`config.mk`:
```
export PLATFORM = sky130hd
export DESIGN_NAME = weighted_profile_distance_core
export DESIGN_NICKNAME = d
export VERILOG_FILES = /design/src/wpd_pkg.sv /design/src/wpd_div.sv /design/src/weighted_profile_distance_core.sv
export SDC_FILE = /design/constraint.sdc
export NUM_CORES = 2
export LEC_CHECK = 0
export ABC_AREA = 1
export BUFFER_PORTS_ARGS = -buffer_cell sky130_fd_sc_hd__buf_4
export CAP_MARGIN = 20
export CORE_AREA = 5 5 337 339
export CTS_CLUSTER_SIZE = 14
export DETAILED_ROUTE_END_ITERATION = 12
export DIE_AREA = 0 0 342 344
export PLACE_DENSITY = 0.72
export SLEW_MARGIN = 20
export SYNTH_ARGS = -nofsm -noshare
export SYNTH_HDL_FRONTEND = slang
export SYNTH_SLANG_ARGS = --single-unit
```
`constraint.sdc`:
```
create_clock -name clk_i -period 9 [get_ports clk_i]
set_clock_uncertainty 0.2 [all_clocks]
set_input_delay 2.25 -clock clk_i [delete_from_list [all_inputs] [get_ports clk_i]]
set_output_delay 2.25 -clock clk_i [all_outputs]
set_load 0.01 [all_outputs]
```
`src/wpd_pkg.sv`:
```
// types, constants and sizes for the weighted profile distance block
// used by wpd_div, weighted_profile_distance_core and wpd_checker
package wpd_pkg;

  localparam int VALUE_WIDTH = 16;
  localparam int MAX_LENGTHS = 1024;
  localparam int FRAC_BITS   = 16;
  localparam int CNT_W       = $clog2(MAX_LENGTHS + 1);

  localparam logic [15:0] VALUE_MASK =
    (VALUE_WIDTH >= 16) ? 16'hFFFF : 16'((32'd1 << VALUE_WIDTH) - 32'd1);

  localparam int DVD_W   = 64;
  localparam int DSR_W   = 48;
  localparam int STEP_W  = $clog2(DVD_W + 1);
  localparam logic [STEP_W-1:0] TERM_STEPS  = STEP_W'(48);
  localparam logic [STEP_W-1:0] FINAL_STEPS = STEP_W'(DVD_W);

  typedef struct packed {
    logic [15:0] median_first;
    logic [15:0] median_second;
    logic [15:0] spread_first;
    logic [15:0] spread_second;
    logic        last_length;
  } wpd_in_t;

  typedef struct packed {
    logic [47:0] distance;
    logic        saturated;
  } wpd_out_t;

  typedef struct packed {
    logic              start;
    logic [STEP_W-1:0] steps;
  } wpd_div_req_t;

  typedef struct packed {
    logic busy;
    logic done;
  } wpd_div_rsp_t;

endpackage

```
`src/wpd_div.sv`:
```
// serial restoring divider, one quotient bit per cycle
// depends on wpd_pkg for widths and the request and response structs
module wpd_div (
  input  logic                       clk_i,
  input  logic                       rst_ni,
  input  wpd_pkg::wpd_div_req_t      req_i,
  input  logic [wpd_pkg::DVD_W-1:0]  dividend_i,
  input  logic [wpd_pkg::DSR_W-1:0]  divisor_i,
  output wpd_pkg::wpd_div_rsp_t      rsp_o,
  output logic [wpd_pkg::DVD_W-1:0]  quotient_o
);

  logic [wpd_pkg::DVD_W-1:0]  dvd_q;
  logic [wpd_pkg::DSR_W-1:0]  dsr_q;
  logic [wpd_pkg::DSR_W-1:0]  rem_q;
  logic [wpd_pkg::DVD_W-1:0]  quo_q;
  logic [wpd_pkg::STEP_W-1:0] cnt_q;
  logic                       busy_q;
  logic                       done_q;

  logic [wpd_pkg::DSR_W:0]    rem_sh;
  logic [wpd_pkg::DSR_W:0]    rem_sub;
  logic                       fits;

  assign rem_sh  = {rem_q, dvd_q[wpd_pkg::DVD_W-1]};
  assign rem_sub = rem_sh - {1'b0, dsr_q};
  assign fits    = (rem_sh >= {1'b0, dsr_q});

  always_ff @(posedge clk_i or negedge rst_ni) begin
    if (!rst_ni) begin
      dvd_q  <= '0;
      dsr_q  <= '0;
      rem_q  <= '0;
      quo_q  <= '0;
      cnt_q  <= '0;
      busy_q <= 1'b0;
      done_q <= 1'b0;
    end else begin
      done_q <= 1'b0;
      if (req_i.start) begin
        dvd_q  <= dividend_i;
        dsr_q  <= divisor_i;
        rem_q  <= '0;
        quo_q  <= '0;
        cnt_q  <= req_i.steps;
        busy_q <= 1'b1;
      end else if (busy_q) begin
        dvd_q <= {dvd_q[wpd_pkg::DVD_W-2:0], 1'b0};
        rem_q <= fits ? rem_sub[wpd_pkg::DSR_W-1:0] : rem_sh[wpd_pkg::DSR_W-1:0];
        quo_q <= {quo_q[wpd_pkg::DVD_W-2:0], fits};
        cnt_q <= cnt_q - wpd_pkg::STEP_W'(1);
        if (cnt_q == wpd_pkg::STEP_W'(1)) begin
          busy_q <= 1'b0;
          done_q <= 1'b1;
        end
      end
    end
  end

  assign rsp_o.busy = busy_q;
  assign rsp_o.done = done_q;
  assign quotient_o = quo_q;

endmodule

```
`src/weighted_profile_distance_core.sv`:
```
// top level of the weighted profile distance block: sequencer, squarer, accumulators
// depends on wpd_pkg and instantiates wpd_div
//
// usage:
//   input channel in_valid_i/in_ready_o carries one sample (two medians, two
//   deviations, last flag) per transfer. output channel out_valid_o/out_ready_i
//   carries the distance in unsigned Q32.16 and the saturated flag.
//   a sample passes through the accept step, the shared 16x16 squarer for the
//   two medians and two deviations, the weight step, the divider load, the
//   48 quotient bits of the scaled term, the done flag and the accumulate step.
//   a final sample (last flag, or the MAX_LENGTHS-th since the last result) adds
//   a start step, a divider load, the 64 quotient bits of term_sum/weight_sum,
//   the done flag and the output load. in_ready_o is high only while no
//   sample is in work.
//   the result sits in an output register; the next pair's samples are taken
//   while it waits. only the next result waits for a stalled receiver.
//   reset clears the sums, the saturation flag, the length count and the
//   output valid; no clearing pass is needed.
module weighted_profile_distance_core (
  input  logic             clk_i,
  input  logic             rst_ni,
  input  logic             in_valid_i,
  output logic             in_ready_o,
  input  wpd_pkg::wpd_in_t in_data_i,
  output logic             out_valid_o,
  input  logic             out_ready_i,
  output wpd_pkg::wpd_out_t out_data_o
);

  typedef enum logic [2:0] {
    ST_IDLE,
    ST_MUL,
    ST_WGT,
    ST_TDIV,
    ST_ACC,
    ST_FSTART,
    ST_FDIV,
    ST_OUT
  } state_e;

  localparam logic [63:0] TERM_MAX = {64{1'b1}};
  localparam logic [47:0] W48_MAX  = {48{1'b1}};

  state_e                    state_q;
  logic [1:0]                mul_sel_q;
  logic [15:0]               mf_q, ms_q, sf_q, ss_q;
  logic                      last_q;
  logic [31:0]               sqf_q, sqs_q, sqsf_q, sqss_q;
  logic [32:0]               w_q;
  logic [63:0]               term_sum_q;
  logic [47:0]               weight_sum_q;
  logic                      ovf_q;
  logic [wpd_pkg::CNT_W-1:0] cnt_q;
  logic                      out_valid_q;
  wpd_pkg::wpd_out_t         out_q;

  wpd_pkg::wpd_div_req_t     div_req_q;
  logic [wpd_pkg::DVD_W-1:0] div_dvd_q;
  logic [wpd_pkg::DSR_W-1:0] div_dsr_q;
  wpd_pkg::wpd_div_rsp_t     div_rsp;
  logic [wpd_pkg::DVD_W-1:0] div_quo;

  logic [15:0]               mul_op;
  logic [31:0]               mul_prod;
  logic [31:0]               diff;
  logic [32:0]               weight;
  logic [64:0]               term_add;
  logic [48:0]               wsum_add;
  logic [wpd_pkg::CNT_W-1:0] cnt_next;
  logic                      out_free;

  wpd_div u_div (
    .clk_i      (clk_i),
    .rst_ni     (rst_ni),
    .req_i      (div_req_q),
    .dividend_i (div_dvd_q),
    .divisor_i  (div_dsr_q),
    .rsp_o      (div_rsp),
    .quotient_o (div_quo)
  );

  always_comb begin
    case (mul_sel_q)
      2'd0:    mul_op = mf_q;
      2'd1:    mul_op = ms_q;
      2'd2:    mul_op = sf_q;
      default: mul_op = ss_q;
    endcase
  end

  assign mul_prod = 32'(mul_op) * 32'(mul_op);
  assign diff     = (sqf_q >= sqs_q) ? (sqf_q - sqs_q) : (sqs_q - sqf_q);
  assign weight   = (sf_q == '0 && ss_q == '0) ? 33'd1 : (33'(sqsf_q) + 33'(sqss_q));
  assign term_add = 65'(term_sum_q) + 65'(div_quo[47:0]);
  assign wsum_add = 49'(weight_sum_q) + 49'(w_q);
  assign cnt_next = cnt_q + wpd_pkg::CNT_W'(1);
  assign out_free = !out_valid_q || out_ready_i;

  always_ff @(posedge clk_i or negedge rst_ni) begin
    if (!rst_ni) begin
      state_q      <= ST_IDLE;
      mul_sel_q    <= '0;
      mf_q         <= '0;
      ms_q         <= '0;
      sf_q         <= '0;
      ss_q         <= '0;
      last_q       <= 1'b0;
      sqf_q        <= '0;
      sqs_q        <= '0;
      sqsf_q       <= '0;
      sqss_q       <= '0;
      w_q          <= '0;
      term_sum_q   <= '0;
      weight_sum_q <= '0;
      ovf_q        <= 1'b0;
      cnt_q        <= '0;
      out_valid_q  <= 1'b0;
      out_q        <= '0;
      div_req_q    <= '0;
      div_dvd_q    <= '0;
      div_dsr_q    <= '0;
    end else begin
      div_req_q.start <= (state_q == ST_WGT) || (state_q == ST_FSTART);
      if (state_q == ST_OUT && out_free) begin
        out_valid_q <= 1'b1;
      end else if (out_ready_i) begin
        out_valid_q <= 1'b0;
      end
      case (state_q)
        ST_IDLE: begin
          if (in_valid_i) begin
            mf_q      <= in_data_i.median_first & wpd_pkg::VALUE_MASK;
            ms_q      <= in_data_i.median_second & wpd_pkg::VALUE_MASK;
            sf_q      <= in_data_i.spread_first & wpd_pkg::VALUE_MASK;
            ss_q      <= in_data_i.spread_second & wpd_pkg::VALUE_MASK;
            last_q    <= in_data_i.last_length;
            mul_sel_q <= '0;
            state_q   <= ST_MUL;
          end
        end
        ST_MUL: begin
          case (mul_sel_q)
            2'd0:    sqf_q  <= mul_prod;
            2'd1:    sqs_q  <= mul_prod;
            2'd2:    sqsf_q <= mul_prod;
            default: sqss_q <= mul_prod;
          endcase
          mul_sel_q <= mul_sel_q + 2'd1;
          if (mul_sel_q == 2'd3) begin
            state_q <= ST_WGT;
          end
        end
        ST_WGT: begin
          w_q             <= weight;
          div_dvd_q       <= {diff, 32'd0};
          div_dsr_q       <= 48'(weight);
          div_req_q.steps <= wpd_pkg::TERM_STEPS;
          state_q         <= ST_TDIV;
        end
        ST_TDIV: begin
          if (div_rsp.done) begin
            state_q <= ST_ACC;
          end
        end
        ST_ACC: begin
          if (term_add[64]) begin
            term_sum_q <= TERM_MAX;
          end else begin
            term_sum_q <= term_add[63:0];
          end
          if (wsum_add[48]) begin
            weight_sum_q <= W48_MAX;
          end else begin
            weight_sum_q <= wsum_add[47:0];
          end
          ovf_q <= ovf_q | term_add[64] | wsum_add[48];
          if (last_q || cnt_next >= wpd_pkg::CNT_W'(wpd_pkg::MAX_LENGTHS)) begin
            state_q <= ST_FSTART;
          end else begin
            cnt_q   <= cnt_next;
            state_q <= ST_IDLE;
          end
        end
        ST_FSTART: begin
          div_dvd_q       <= term_sum_q;
          div_dsr_q       <= weight_sum_q;
          div_req_q.steps <= wpd_pkg::FINAL_STEPS;
          state_q         <= ST_FDIV;
        end
        ST_FDIV: begin
          if (div_rsp.done) begin
            state_q <= ST_OUT;
          end
        end
        ST_OUT: begin
          if (out_free) begin
            if (weight_sum_q == '0) begin
              out_q.distance  <= '0;
              out_q.saturated <= ovf_q;
            end else if (div_quo[63:48] != '0) begin
              out_q.distance  <= W48_MAX;
              out_q.saturated <= 1'b1;
            end else begin
              out_q.distance  <= div_quo[47:0];
              out_q.saturated <= ovf_q;
            end
            term_sum_q   <= '0;
            weight_sum_q <= '0;
            ovf_q        <= 1'b0;
            cnt_q        <= '0;
            state_q      <= ST_IDLE;
          end
        end
        default: state_q <= ST_IDLE;
      endcase
    end
  end

  assign in_ready_o  = (state_q == ST_IDLE);
  assign out_valid_o = out_valid_q;
  assign out_data_o  = out_q;

endmodule

```
==> qor.yml <==
placed_design:
  placed_cell_area_um2: 58980
  gp_congestion: 1.015
  portBuffers: 119
  dp_hpwl_mm: 148.5
cells_and_area:
  nFillCells: 10730
  layout_commonest_cell: "nand2_1"
  syn2layout_area_growth_pct: 9.017
  layout-drive-gt1-share_pct: 5.557
  fin_nets: 8757
  final_util_pct: 56.23
  diodes: 0
  final_cell_mix: "2705 x nand2_1, 1434 x inv_1, 748 x dfrtp_1"
  fin_area_um2: 61880
clock_network:
  cts_setup_buffers: 0
  cts_tree: "done"
  cts.clk_slew.worst_paths_ns: 0.06
  clk_path_buf_depth: 3
  cts-buffers-inserted: 83
  cts-resized-gates: 0
  clock_latency_ns: 0.70
  root_buffer: "clkbuf_16"
  ctsHtreeMaxLevel: 3
  cts_hold_buf: 0
  cts_sinks: 749
floorplan:
  die_area_um2: 117600
  core-area_um2: 110100
  die_h_um: 344
  fp.dieW_um: 342
  num_rows: 122
  ios: 120
  start_util_pct: 51.58
yosys:
  yosysSeqAreaShare_pct: 33.02
  yosysUniqueCellTypes: 55
  synth_async_sr_flop_share_pct: 100.0
  synth_area_um2: 56760
  avgSynthCellArea_um2: 6.947
  synthCells: 8171
  ys.flop_type: "dfrtp_1"
  syn_nets: 8734
  ys_ff_latch: 749
  synth-edff-count: 0
  synth_top_area_share_pct: 33.02
  synth_largest_area_cell: "dfrtp_1"
  synthTopCellsByArea: "dfrtp_1 33%, nand2_1 18%, inv_1 9.5%"
  yosysWarnings: 0
grt:
  grt_overflow: 0
  use_met3_pct: 3.630
  track_usage_pct: 32.01
  grt_pass1_vias: 51920
  grt_pass1_wl_mm: 295.3
  grt_max_degree: 164
  antenna_found_initial: 0
  grt_use_met1_pct: 41.34
  busiest_layer: "met2"
  met2_usage_pct: 53.80
worst_hold_path:
  hold_class: "flop to flop"
sta:
  layout_min_cycle_time_ns: 7.843
  worst_pin_slew_ns: 1.117
  setup_viol: 0
  hold_viol: 0
  rsz0062_at_grt: "no"
  setup_tns_ns: 0
  finalMaxSlewViolations: 0
  fmax_ghz: 0.1275
  fin_crit_sh_pct: 87.14
  relSlewSlack_pct: 25.40
routing:
  wl_per_cell_um: 19.42
  vias_per_cell: 5.430
  firstDrtPassIters: 8
  ant_nets: 0
  via_count: 52930
  first_iter_violations: 4162
  wirelength_mm: 189.3
  drc: 0
setup_path:
  worstPathRequired_ns: 9.29
  cp_max_fo: 31
  startpoint_type: "flop"
  crit_type: "flop to flop"
  arrival_ns: 8.14
  end_kind: "flop"
run_status:
  status: "finished, final reports clean"
flow_run:
  drv_cap: 0
[layout make-up]
cell class / instances / area [um^2] / share of cell area, %
inverter: 1475 / 5540 / 8.953
timing repair buffer: 166 / 1291 / 2.087
sequential: 749 / 18750 / 30.29
clock buffer: 115 / 2327 / 3.761
clock inverter: 36 / 580.6 / 0.9382
tap: 1488 / 1862 / 3.009
multi-input combinational: 5719 / 31540 / 50.96
[synthesized netlist by cell type, types with 60 or more instances]
cell type  number
nand2_1      2706
inv_1        1438
dfrtp_1       749
nor2_1        507
o21ai_0       487
nand3_1       450
ha_1          325
a21oi_1       266
fa_1          169
clkbuf_1      144
o22ai_1       123
nand4_1       118
xor2_1         91
o211ai_1       72
mux2_2         60
[registers in the layout, summed over array words and instances, names as in the netlist, 33 cells and up]
register and cells:
weight_sum_q 48, u_div.quotient_o 64, out_data_o 49, div_dvd_q 64
div_dsr_q 48, term_sum_q 64, u_div.dsr_q 48, u_div.rem_q 48
w_q 33, u_div.dvd_q 64
[per-layer routing]
| layer | share of wire, % | vias to the layer above |
|---|---|---|
| li1 | - | 25660 |
| met1 | 42 | 25110 |
| met2 | 47 | 1713 |
| met3 | 5.2 | 445 |
| met4 | 6.1 | 0 |
| met5 | 0 | - |
[path summary, 6_finish.rpt]
kind	startpoint	to	slack (ns)	cells past startpoint
setup / recovery	mul_sel_q[0]$_DFFE_PN0P_	sqs_q[22]$_DFFE_PN0P_	1.16	25
hold / removal	div_dsr_q[3]$_DFFE_PN0P_	u_div.dsr_q[3]$_DFFE_PN0P_	0.27	2
setup reg to reg	mul_sel_q[0]$_DFFE_PN0P_	sqs_q[22]$_DFFE_PN0P_	1.16	25
hold reg to reg	div_dsr_q[3]$_DFFE_PN0P_	u_div.dsr_q[3]$_DFFE_PN0P_	0.27	2
max in group asynchronous	rst_ni	div_dvd_q[23]$_DFFE_PN0P_	5.49	3
min in group asynchronous	rst_ni	u_div.rem_q[15]$_DFFE_PN0P_	1.38	1
[kinds of logic after synthesis]
| kind of cell | Yosys count | synth area share [%] |
|---|---|---|
| buffers and inverters | 1703 | 11.51 |
| adders and majority gates | 494 | 13.12 |
| xor gates and xnor gates | 142 | 2.191 |
| and+or+nand+nor | 3944 | 28.36 |
| DFF | 749 | 33.02 |
| AOI/OAI and AO/OA | 1079 | 10.60 |
| muxes | 60 | 1.190 |
[worst max-delay path, stage by stage, from the launching register on]
cell      delay (ns)
dfrtp_1         0.40
ha_1            0.27
inv_2           0.46
nand2_1         0.13
o22ai_2         0.41
clkinv_1        0.42
nand2_1         0.18
fa_1            0.49
fa_1            0.56
inv_1           0.06
fa_1            0.52
fa_1            0.45
fa_1            0.54
inv_1           0.05
fa_1            0.53
inv_1           0.04
ha_1            0.35
nand2_1         0.14
nor2_1          0.17
nand4_1         0.09
o21ai_0         0.57
nand3_1         0.23
nand2_1         0.11
nand2_1         0.10
nand3_1         0.08
o21ai_0         0.11
[metrics by stage]
step                worst slack, ns  instances  hold slack [ns]
global placement              1.340       9597           0.2608
detailed placement            1.217       9597           0.2617
finish                        1.157       9748           0.2707
global route                 0.6785       9748           0.2908
CTS                           1.226       9748           0.2696
floorplan                     2.244       8171           0.2417
Power is left out: the tool's default activity adds up to more than one toggle a clock period on the data nets, which glitch-free logic cannot reach.
